<file path="config.mk">
export PLATFORM = sky130hd
export DESIGN_NAME = enm_dir_unit
export DESIGN_NICKNAME = d
export VERILOG_FILES = /design/src/rtl/enm_pkg.sv /design/src/rtl/enm_dir_unit.sv
export SDC_FILE = /design/constraint.sdc
export NUM_CORES = 1
export LEC_CHECK = 0
export ABC_AREA = 1
export BUFFER_PORTS_ARGS = -buffer_cell sky130_fd_sc_hd__buf_2
export CORE_ASPECT_RATIO = 1.5
export CORE_UTILIZATION = 31
export CTS_BUF_LIST = sky130_fd_sc_hd__clkbuf_8
export DETAILED_ROUTE_END_ITERATION = 12
export SYNTH_ARGS = -nofsm -noshare
export SYNTH_HDL_FRONTEND = slang
export SYNTH_SLANG_ARGS = --single-unit
</file>
<file path="constraint.sdc">
create_clock -name i_clk -period 14.6 [get_ports i_clk]
set_input_delay 4.38 -clock i_clk [delete_from_list [all_inputs] [get_ports i_clk]]
set_output_delay 4.38 -clock i_clk [all_outputs]
set_load 0.005 [all_outputs]
</file>
<file path="src/rtl/enm_pkg.sv">
`timescale 1ns / 1ps

package enm_pkg;

    // image geometry
    localparam int IMAGE_WIDTH  = 256;
    localparam int IMAGE_HEIGHT = 256;
    localparam int COL_W        = $clog2(IMAGE_WIDTH);
    localparam int ROW_W        = $clog2(IMAGE_HEIGHT);

    // field widths
    localparam int GRAD_W   = 24;
    localparam int MAG_W    = 16;
    localparam int BORDER_W = 7;
    localparam int POS_W    = 8;

    // position compare width, wide enough for count plus border band
    localparam int MAX_CNT_W = (COL_W > ROW_W) ? COL_W : ROW_W;
    localparam int CMP_W     = ((MAX_CNT_W > BORDER_W) ? MAX_CNT_W : BORDER_W) + 2;

    // slope thresholds as q16 tangents of 22.5 and 67.5 degrees
    localparam int FRAC_BITS  = 16;
    localparam int TAN_LO_Q16 = 27145;
    localparam int TAN_HI_Q16 = 158219;
    localparam int TAN_LO_W   = 15;
    localparam int TAN_HI_W   = 18;
    localparam int LHS_W      = GRAD_W + 1 + FRAC_BITS;
    localparam int LO_W       = GRAD_W + TAN_LO_W;
    localparam int HI_W       = GRAD_W + TAN_HI_W;
    localparam int SLOPE_W    = HI_W + 1;

    localparam logic [BORDER_W-1:0] BORDER_RESET = BORDER_W'(3);

    typedef enum logic [1:0] {
        BIN_HORZ     = 2'd0,
        BIN_DIAG_POS = 2'd1,
        BIN_DIAG_NEG = 2'd2,
        BIN_VERT     = 2'd3
    } t_dir_bin;

    typedef struct packed {
        logic [MAG_W-1:0] older;
        logic [MAG_W-1:0] newer;
        t_dir_bin         bin;
    } t_line_entry;

    typedef struct packed {
        logic             en;
        logic [COL_W-1:0] addr;
        t_line_entry      data;
    } t_line_wr;

endpackage

</file>
<file path="src/rtl/enm_dir_unit.sv">
`timescale 1ns / 1ps

module enm_dir_unit (
    input  logic                              i_clk,
    input  logic                              i_en,
    input  logic signed [enm_pkg::GRAD_W-1:0] i_grad_x,
    input  logic signed [enm_pkg::GRAD_W-1:0] i_grad_y,
    output enm_pkg::t_dir_bin                 o_bin
);
    import enm_pkg::*;

    logic                    neg;
    logic [GRAD_W-1:0]       ax;
    logic signed [GRAD_W:0]  gy_x;
    logic signed [GRAD_W:0]  sy;

    logic signed [LHS_W-1:0] r_lhs;
    logic [LO_W-1:0]         r_lo;
    logic [HI_W-1:0]         r_hi;
    logic                    r_gx_zero;
    logic                    r_gy_zero;

    logic signed [SLOPE_W-1:0] lhs_x;
    logic signed [SLOPE_W-1:0] lo_x;
    logic signed [SLOPE_W-1:0] hi_x;

    // fold into the right half plane so only the sign of gy matters
    assign neg  = i_grad_x[GRAD_W-1];
    assign ax   = neg ? GRAD_W'(-i_grad_x) : i_grad_x;
    assign gy_x = {i_grad_y[GRAD_W-1], i_grad_y};
    assign sy   = neg ? -gy_x : gy_x;

    always_ff @(posedge i_clk) begin
        if (i_en) begin
            r_lhs     <= {sy, {FRAC_BITS{1'b0}}};
            r_lo      <= LO_W'(ax) * LO_W'(TAN_LO_Q16);
            r_hi      <= HI_W'(ax) * HI_W'(TAN_HI_Q16);
            r_gx_zero <= (i_grad_x == '0);
            r_gy_zero <= (i_grad_y == '0);
        end
    end

    assign lhs_x = SLOPE_W'(r_lhs);
    assign lo_x  = $signed({{(SLOPE_W-LO_W){1'b0}}, r_lo});
    assign hi_x  = $signed({{(SLOPE_W-HI_W){1'b0}}, r_hi});

    always_comb begin
        if (r_gx_zero) begin
            o_bin = r_gy_zero ? BIN_HORZ : BIN_VERT;
        end else if (lhs_x <= lo_x && lhs_x > -lo_x) begin
            o_bin = BIN_HORZ;
        end else if (lhs_x <= hi_x && lhs_x > lo_x) begin
            o_bin = BIN_DIAG_POS;
        end else if (lhs_x <= -lo_x && lhs_x > -hi_x) begin
            o_bin = BIN_DIAG_NEG;
        end else begin
            o_bin = BIN_VERT;
        end
    end

endmodule

</file>
==> impl_metrics.tcl, run 1 <==
set metrics [dict create \
    status "finished, final reports clean" \
    fmax_ghz 0.0859 \
    num_rows 117 \
    fin_crit_ns 11.64 \
    cp.required_ns 14.79 \
    drive_above_1_share_pct 5.54 \
    max_stage_delay_ns 1.00 \
    core_um2 67800 \
    setup_viol 0 \
    synthSimpleGateAreaFrac_pct 16.3 \
    ys_top_cells_by_area "ha_1, fa_1, edfxtp_1, inv_1, nand2_1" \
    syn_inst 2518 \
    synth_top_family_by_area "adder cells" \
    grt_pass1_wl_um 101000 \
    synth_common_cells "inv_1, ha_1, nand2_1" \
    drtAntennaViolNets 0 \
    synth_top_area_share_pct 26.4 \
    cts_buffers 9 \
    antenna_found_initial 1 \
    fill_cells 7060 \
    worstMarginPinSlew_ns 1.25 \
    clkTransAtPathRegs_ns 0.12 \
    muxShareOfSynthArea_pct 0 \
    worstSetupPathType "input pin to register" \
    hold_viol 0 \
    routedWlPerCell_um 18.8 \
    rsz0062_at_grt "false" \
    whs_ns 4.16 \
    synth_xor_xnor_area_share_pct 7.22 \
    tritoncts "built" \
    vias 17000 \
    grt_start_max_net_pins 78 \
    die_x_um 216 \
    dieHeight_um 322 \
    ios 52 \
    ys_types 47 \
    cts_resized 0 \
    endpoint "r_hi[37]" \
    synth_area_um2 21200 \
    route.detailed.drc 0 \
    dieArea_um2 69500 \
    cp_slowest_cell "xor2_1" \
    worstHoldPathType "input pin to register" \
    ys_seq_elements 107 \
    synth-seq-area-share_pct 15.2 \
    synth_edf_count 107 \
    synth_most_common_cell "inv_1" \
    synth_warnings 0 \
    cap_violations 0 \
    synth-compound-area-share_pct 7.55 \
    drt-total-wl_um 65600 \
    clock-root-buffer "clkbuf_8" \
    crit_path_start_kind "input pin" \
    start_util_pct 31.3 \
    whs_path_depth 1 \
    worstSetupEndpointType "register" \
    max_slew_margin_pct 16.6 \
    multiInputGateArea_um2 15900 \
    cts_sinks 107 \
    seq_area_um2 3210 \
    viasPerCell 4.85 \
    grt_overflow 0 \
    layout.nets 3279 \
    synthAdderAreaFrac_pct 44.0 \
    first_pass_iters 6 \
    ys.flop_type "edfxtp_1" \
    syn_to_final_growth_pct 8.15 \
    drt_iter0_drc 918 \
    ys_async_sr_fraction_pct 0 \
    cts_setup_buffers 0 \
    routabilityCongestion 0.997 \
    yosys.area.top_type "ha_1" \
    grt_pass1_vias 17700 \
    grt_util_all_layers_pct 19.4 \
    syn_avg_cell_area_um2 8.42 \
    tns_ns 0 \
    slew_violations 0 \
    h-tree-depth 3 \
    finalCritPeriodShare_pct 79.7 \
    critPathMaxFanout 11 \
    syn_nets 3202 \
    io_buffer_count 51 \
    dp_hpwl_um 58000 \
    cp_common_cell "fa_1" \
    ctsHoldBuffers 0 \
    cp.arrival_ns 11.83 \
    clock_path_buffers 2 \
    cp-startpoint "i_grad_x[0]" \
]
[per-stage QoR]
stage	area [um^2]	cells	worst slack, ns	util (%)
5_1_grt	22900	3492	2.67	33.8
4_1_cts	22900	3491	2.95	33.8
3_5_place_dp	22700	3476	2.51	33.5
6_report	22900	3492	2.96	33.8
2_1_floorplan	21200	2518	4.17	-
3_3_place_gp	22700	3476	2.70	33.5
[critical path: cells and delay by family]
family | cells | cell delay [ns]
simple gates | 9 | 1.44
compound gates | 5 | 1.03
fa+ha+maj | 7 | 3.39
xor+xnor | 2 | 1.15
buf+inv | 4 | 0.43
[how the worst min path moves through the flow]
stage | start | endpoint | slack [ns]
finish | i_grad_y[0] | r_lhs[16] | 4.16
CTS | i_grad_y[0] | r_lhs[16] | 4.13
floorplan | i_grad_y[0] | r_lhs[16] | 4.48
global route | i_grad_y[0] | r_lhs[16] | 4.16
global placement | i_grad_y[0] | r_lhs[16] | 4.58
detailed placement | i_grad_y[0] | r_lhs[16] | 4.59
[state kept, by name (all words and copies together), names as in the netlist]
name,count
r_hi,41
r_gy_zero,1
r_lo,39
r_gx_zero,1
r_lhs,25
[cell type report]
cell class | instances | area share, %
well taps | 892 | 4.87
repair buffers | 71 | 1.78
flip-flops and latches | 107 | 14.0
clock inverters | 6 | 0.366
inverters | 547 | 8.95
diodes | 1 | 0.0109
multi-input cells | 1859 | 69.5
clock buffers | 9 | 0.540
[per-layer routing]
layer	vias up	global-route usage, %	share of wire [%]
li1	8376	-	-
met1	7979	20.3	37
met2	416	36.0	51
met3	179	1.50	3.3
met4	0	14.9	8.4
met5	-	0	0
[logic make-up after synthesis]
| logic type | count (synthesis) |
|---|---|
| simple gates | 753 |
| fa+ha+maj | 634 |
| buf+inv | 552 |
| compound gates | 298 |
| xor+xnor | 174 |
| flops | 107 |
[cell usage in the layout, fill, tap and decap left out, types with 13 or more instances in the layout]
cell type	netlist	layout
a21oi_1	158	158
edfxtp_1	107	107
xor2_1	115	115
a31oi_1	16	16
nor3_1	33	32
buf_4	0	21
nor4_1	19	19
nand2_1	306	306
nor2_1	207	207
inv_1	540	540
nand4_1	40	40
nand3_1	88	88
buf_2	0	50
nor2_2	13	13
xnor2_1	58	57
ha_1	448	448
o21ai_0	86	86
fa_1	186	186
Power of run 1 is left out: the tool's default activity adds up to more than one toggle a clock period on the data nets, which glitch-free logic cannot reach.
==> inputs of run 2 (changes only) <==
Settings changed: ABC_AREA 1 to 0.
Clock period 14.6 ns to 10.59 ns, I/O delays scaled along.
==> run 2 against run 1 <==
Net effect: non-clock buffer count rose by 42; critical path depth fell by 3; flip-flop and latch count stayed put; first-iteration DRC count shrank 36%; critical path type unchanged; critical endpoint is now r_hi[41]; final cell count decreased by 14%.
==> impl_metrics.tcl, run 2 <==
set metrics [dict create \
    dp_hpwl_um 51600 \
    top_usage_layer "met2" \
    whs_ns 2.98 \
    crit_path_start_kind "input pin" \
    cts_buffers 9 \
    yosys.area.top_type "ha_1" \
    max_stage_delay_ns 0.55 \
    syn_avg_cell_area_um2 9.61 \
    seq_area_um2 3210 \
    clock_path_buffers 2 \
    met2_usage_pct 33.6 \
    tritoncts "built" \
    first_pass_iters 5 \
    cts_resized 0 \
    synth_area_um2 20000 \
    start_util_pct 31.5 \
    fin_crit_ns 10.15 \
    hold_viol 0 \
    syn_nets 2764 \
    met1_usage_pct 19.6 \
    grt_pass1_wl_um 88800 \
    finalCritPeriodShare_pct 95.9 \
    final_common_cell "ha_1" \
    grt_overflow 0 \
    dieHeight_um 313 \
    synth_warnings 0 \
    grt_util_all_layers_pct 17.8 \
    cp_slowest_cell "or4_1" \
    max_slew_margin_pct 18.0 \
    clock-root-buffer "clkbuf_8" \
    ys_async_sr_fraction_pct 0 \
    synth_edf_count 107 \
    ys_types 75 \
    ctsHoldBuffers 0 \
    ys_seq_elements 107 \
    syn_to_final_growth_pct 9.33 \
    largest_register_ffs 41 \
    io_buffer_count 51 \
    cts_setup_buffers 0 \
    synth_common_cells "ha_1, inv_1, fa_1" \
    routedWlPerCell_um 19.1 \
    route.detailed.drc 0 \
    multiInputGateArea_um2 15200 \
    synth-seq-area-share_pct 16.1 \
    final_cell_mix "ha_1, inv_1, fa_1" \
    path_buf_inv 3 \
    ys_top_cells_by_area "ha_1, fa_1, edfxtp_1, inv_1, xnor2_1" \
    syn_inst 2080 \
    layout.nets 2877 \
    final_cells 3007 \
    clkTransAtPathRegs_ns 0.11 \
    vias 15200 \
    fmax_ghz 0.0985 \
    h-tree-depth 3 \
    cp.depth 24 \
    antenna_found_initial 11 \
    core_um2 63500 \
    routabilityCongestion 0.972 \
    grt_start_max_net_pins 57 \
    grt_pass1_vias 16000 \
    worstSetupEndpointType "register" \
    num_rows 113 \
    drive_above_1_share_pct 7.05 \
    synth_most_common_cell "ha_1" \
    ios 52 \
    cap_violations 0 \
    dieArea_um2 65500 \
    drtAntennaViolNets 0 \
    drt_iter0_drc 589 \
    placedCellCount 2987 \
    crit_family "adder cells" \
    synth_top_area_share_pct 28.0 \
    ys.flop_type "edfxtp_1" \
    viasPerCell 5.06 \
    cp_common_cell "fa_1" \
    slew_violations 0 \
    fill_cells 6378 \
    critPathMaxFanout 6 \
    tns_ns 0 \
    drt-total-wl_um 57500 \
    cp.required_ns 10.87 \
    worstSetupPathType "input pin to register" \
    worstHoldPathType "input pin to register" \
    cp-startpoint "i_grad_x[5]" \
    cp.arrival_ns 10.43 \
    crit_chain "buf_2 > or4_1 > nor4_1 > nor2b_1 > nand3_1 > o21ai_0 > xnor2_1 > ha_1 > fa_1 > fa_1 > fa_1 > fa_1 > inv_1 > fa_1 > inv_1 > ha_1 > a21o_1 > a211o_1 > o221ai_1 > a21oi_1 > o22ai_1 > o31ai_1 > or4b_1 > nand3_1" \
    largest_register "r_hi" \
    setup_viol 0 \
    reg_top3 "r_hi (41), r_lo (39), r_lhs (25)" \
    cts_sinks 107 \
    worstMarginPinSlew_ns 1.22 \
    rsz0062_at_grt "false" \
    met3_usage_pct 1.40 \
    die_x_um 209 \
    endpoint "r_hi[41]" \
    status "finished, final reports clean" \
]
## run 2: final cells by class
type | count | share of cell area, %
diodes | 4 | 0.0458
clock inverters | 7 | 0.246
well taps | 805 | 4.61
repair buffers | 113 | 3.31
clock buffers | 9 | 0.567
flip-flops and latches | 107 | 14.7
inverters | 414 | 7.11
multi-input cells | 1548 | 69.4
## run 2: how the worst min path moves through the flow
stage	start	slack, ns	cells past startpoint	end
after floorplan	i_grad_y[0]	3.28	0	r_lhs[16]
after global placement	i_grad_y[0]	3.40	1	r_lhs[16]
after detailed placement	i_grad_y[0]	3.39	1	r_lhs[16]
after CTS	i_grad_y[0]	2.94	1	r_lhs[16]
after global routing	i_grad_y[0]	2.96	1	r_lhs[16]
final	i_grad_y[0]	2.98	1	r_lhs[16]
## run 2: kinds of logic after synthesis
group | after synthesis | share of synthesized area (%)
compound gates | 330 | 10.9
xor+xnor | 163 | 7.14
fa+ha+maj | 634 | 46.7
buf+inv | 425 | 8.08
flops | 107 | 16.1
mux | 4 | 0.213
simple gates | 417 | 10.9
## run 2: per-layer routing
layer	routed length, um	share of wire [%]
met5	51	0.089
met4	3020	5.3
met3	1650	2.9
met2	30300	53
met1	22500	39
## run 2: per-stage QoR
step	cell area (um^2)	utilization, %	worst slack [ns]
after floorplan	20000	-	0.502
after detailed placement	21700	34.1	0.0364
after CTS	21800	34.4	0.491
final	21900	34.4	0.437
after global placement	21700	34.1	0.196
after global routing	21800	34.4	0.176
Power of run 2 is left out for the same reason.
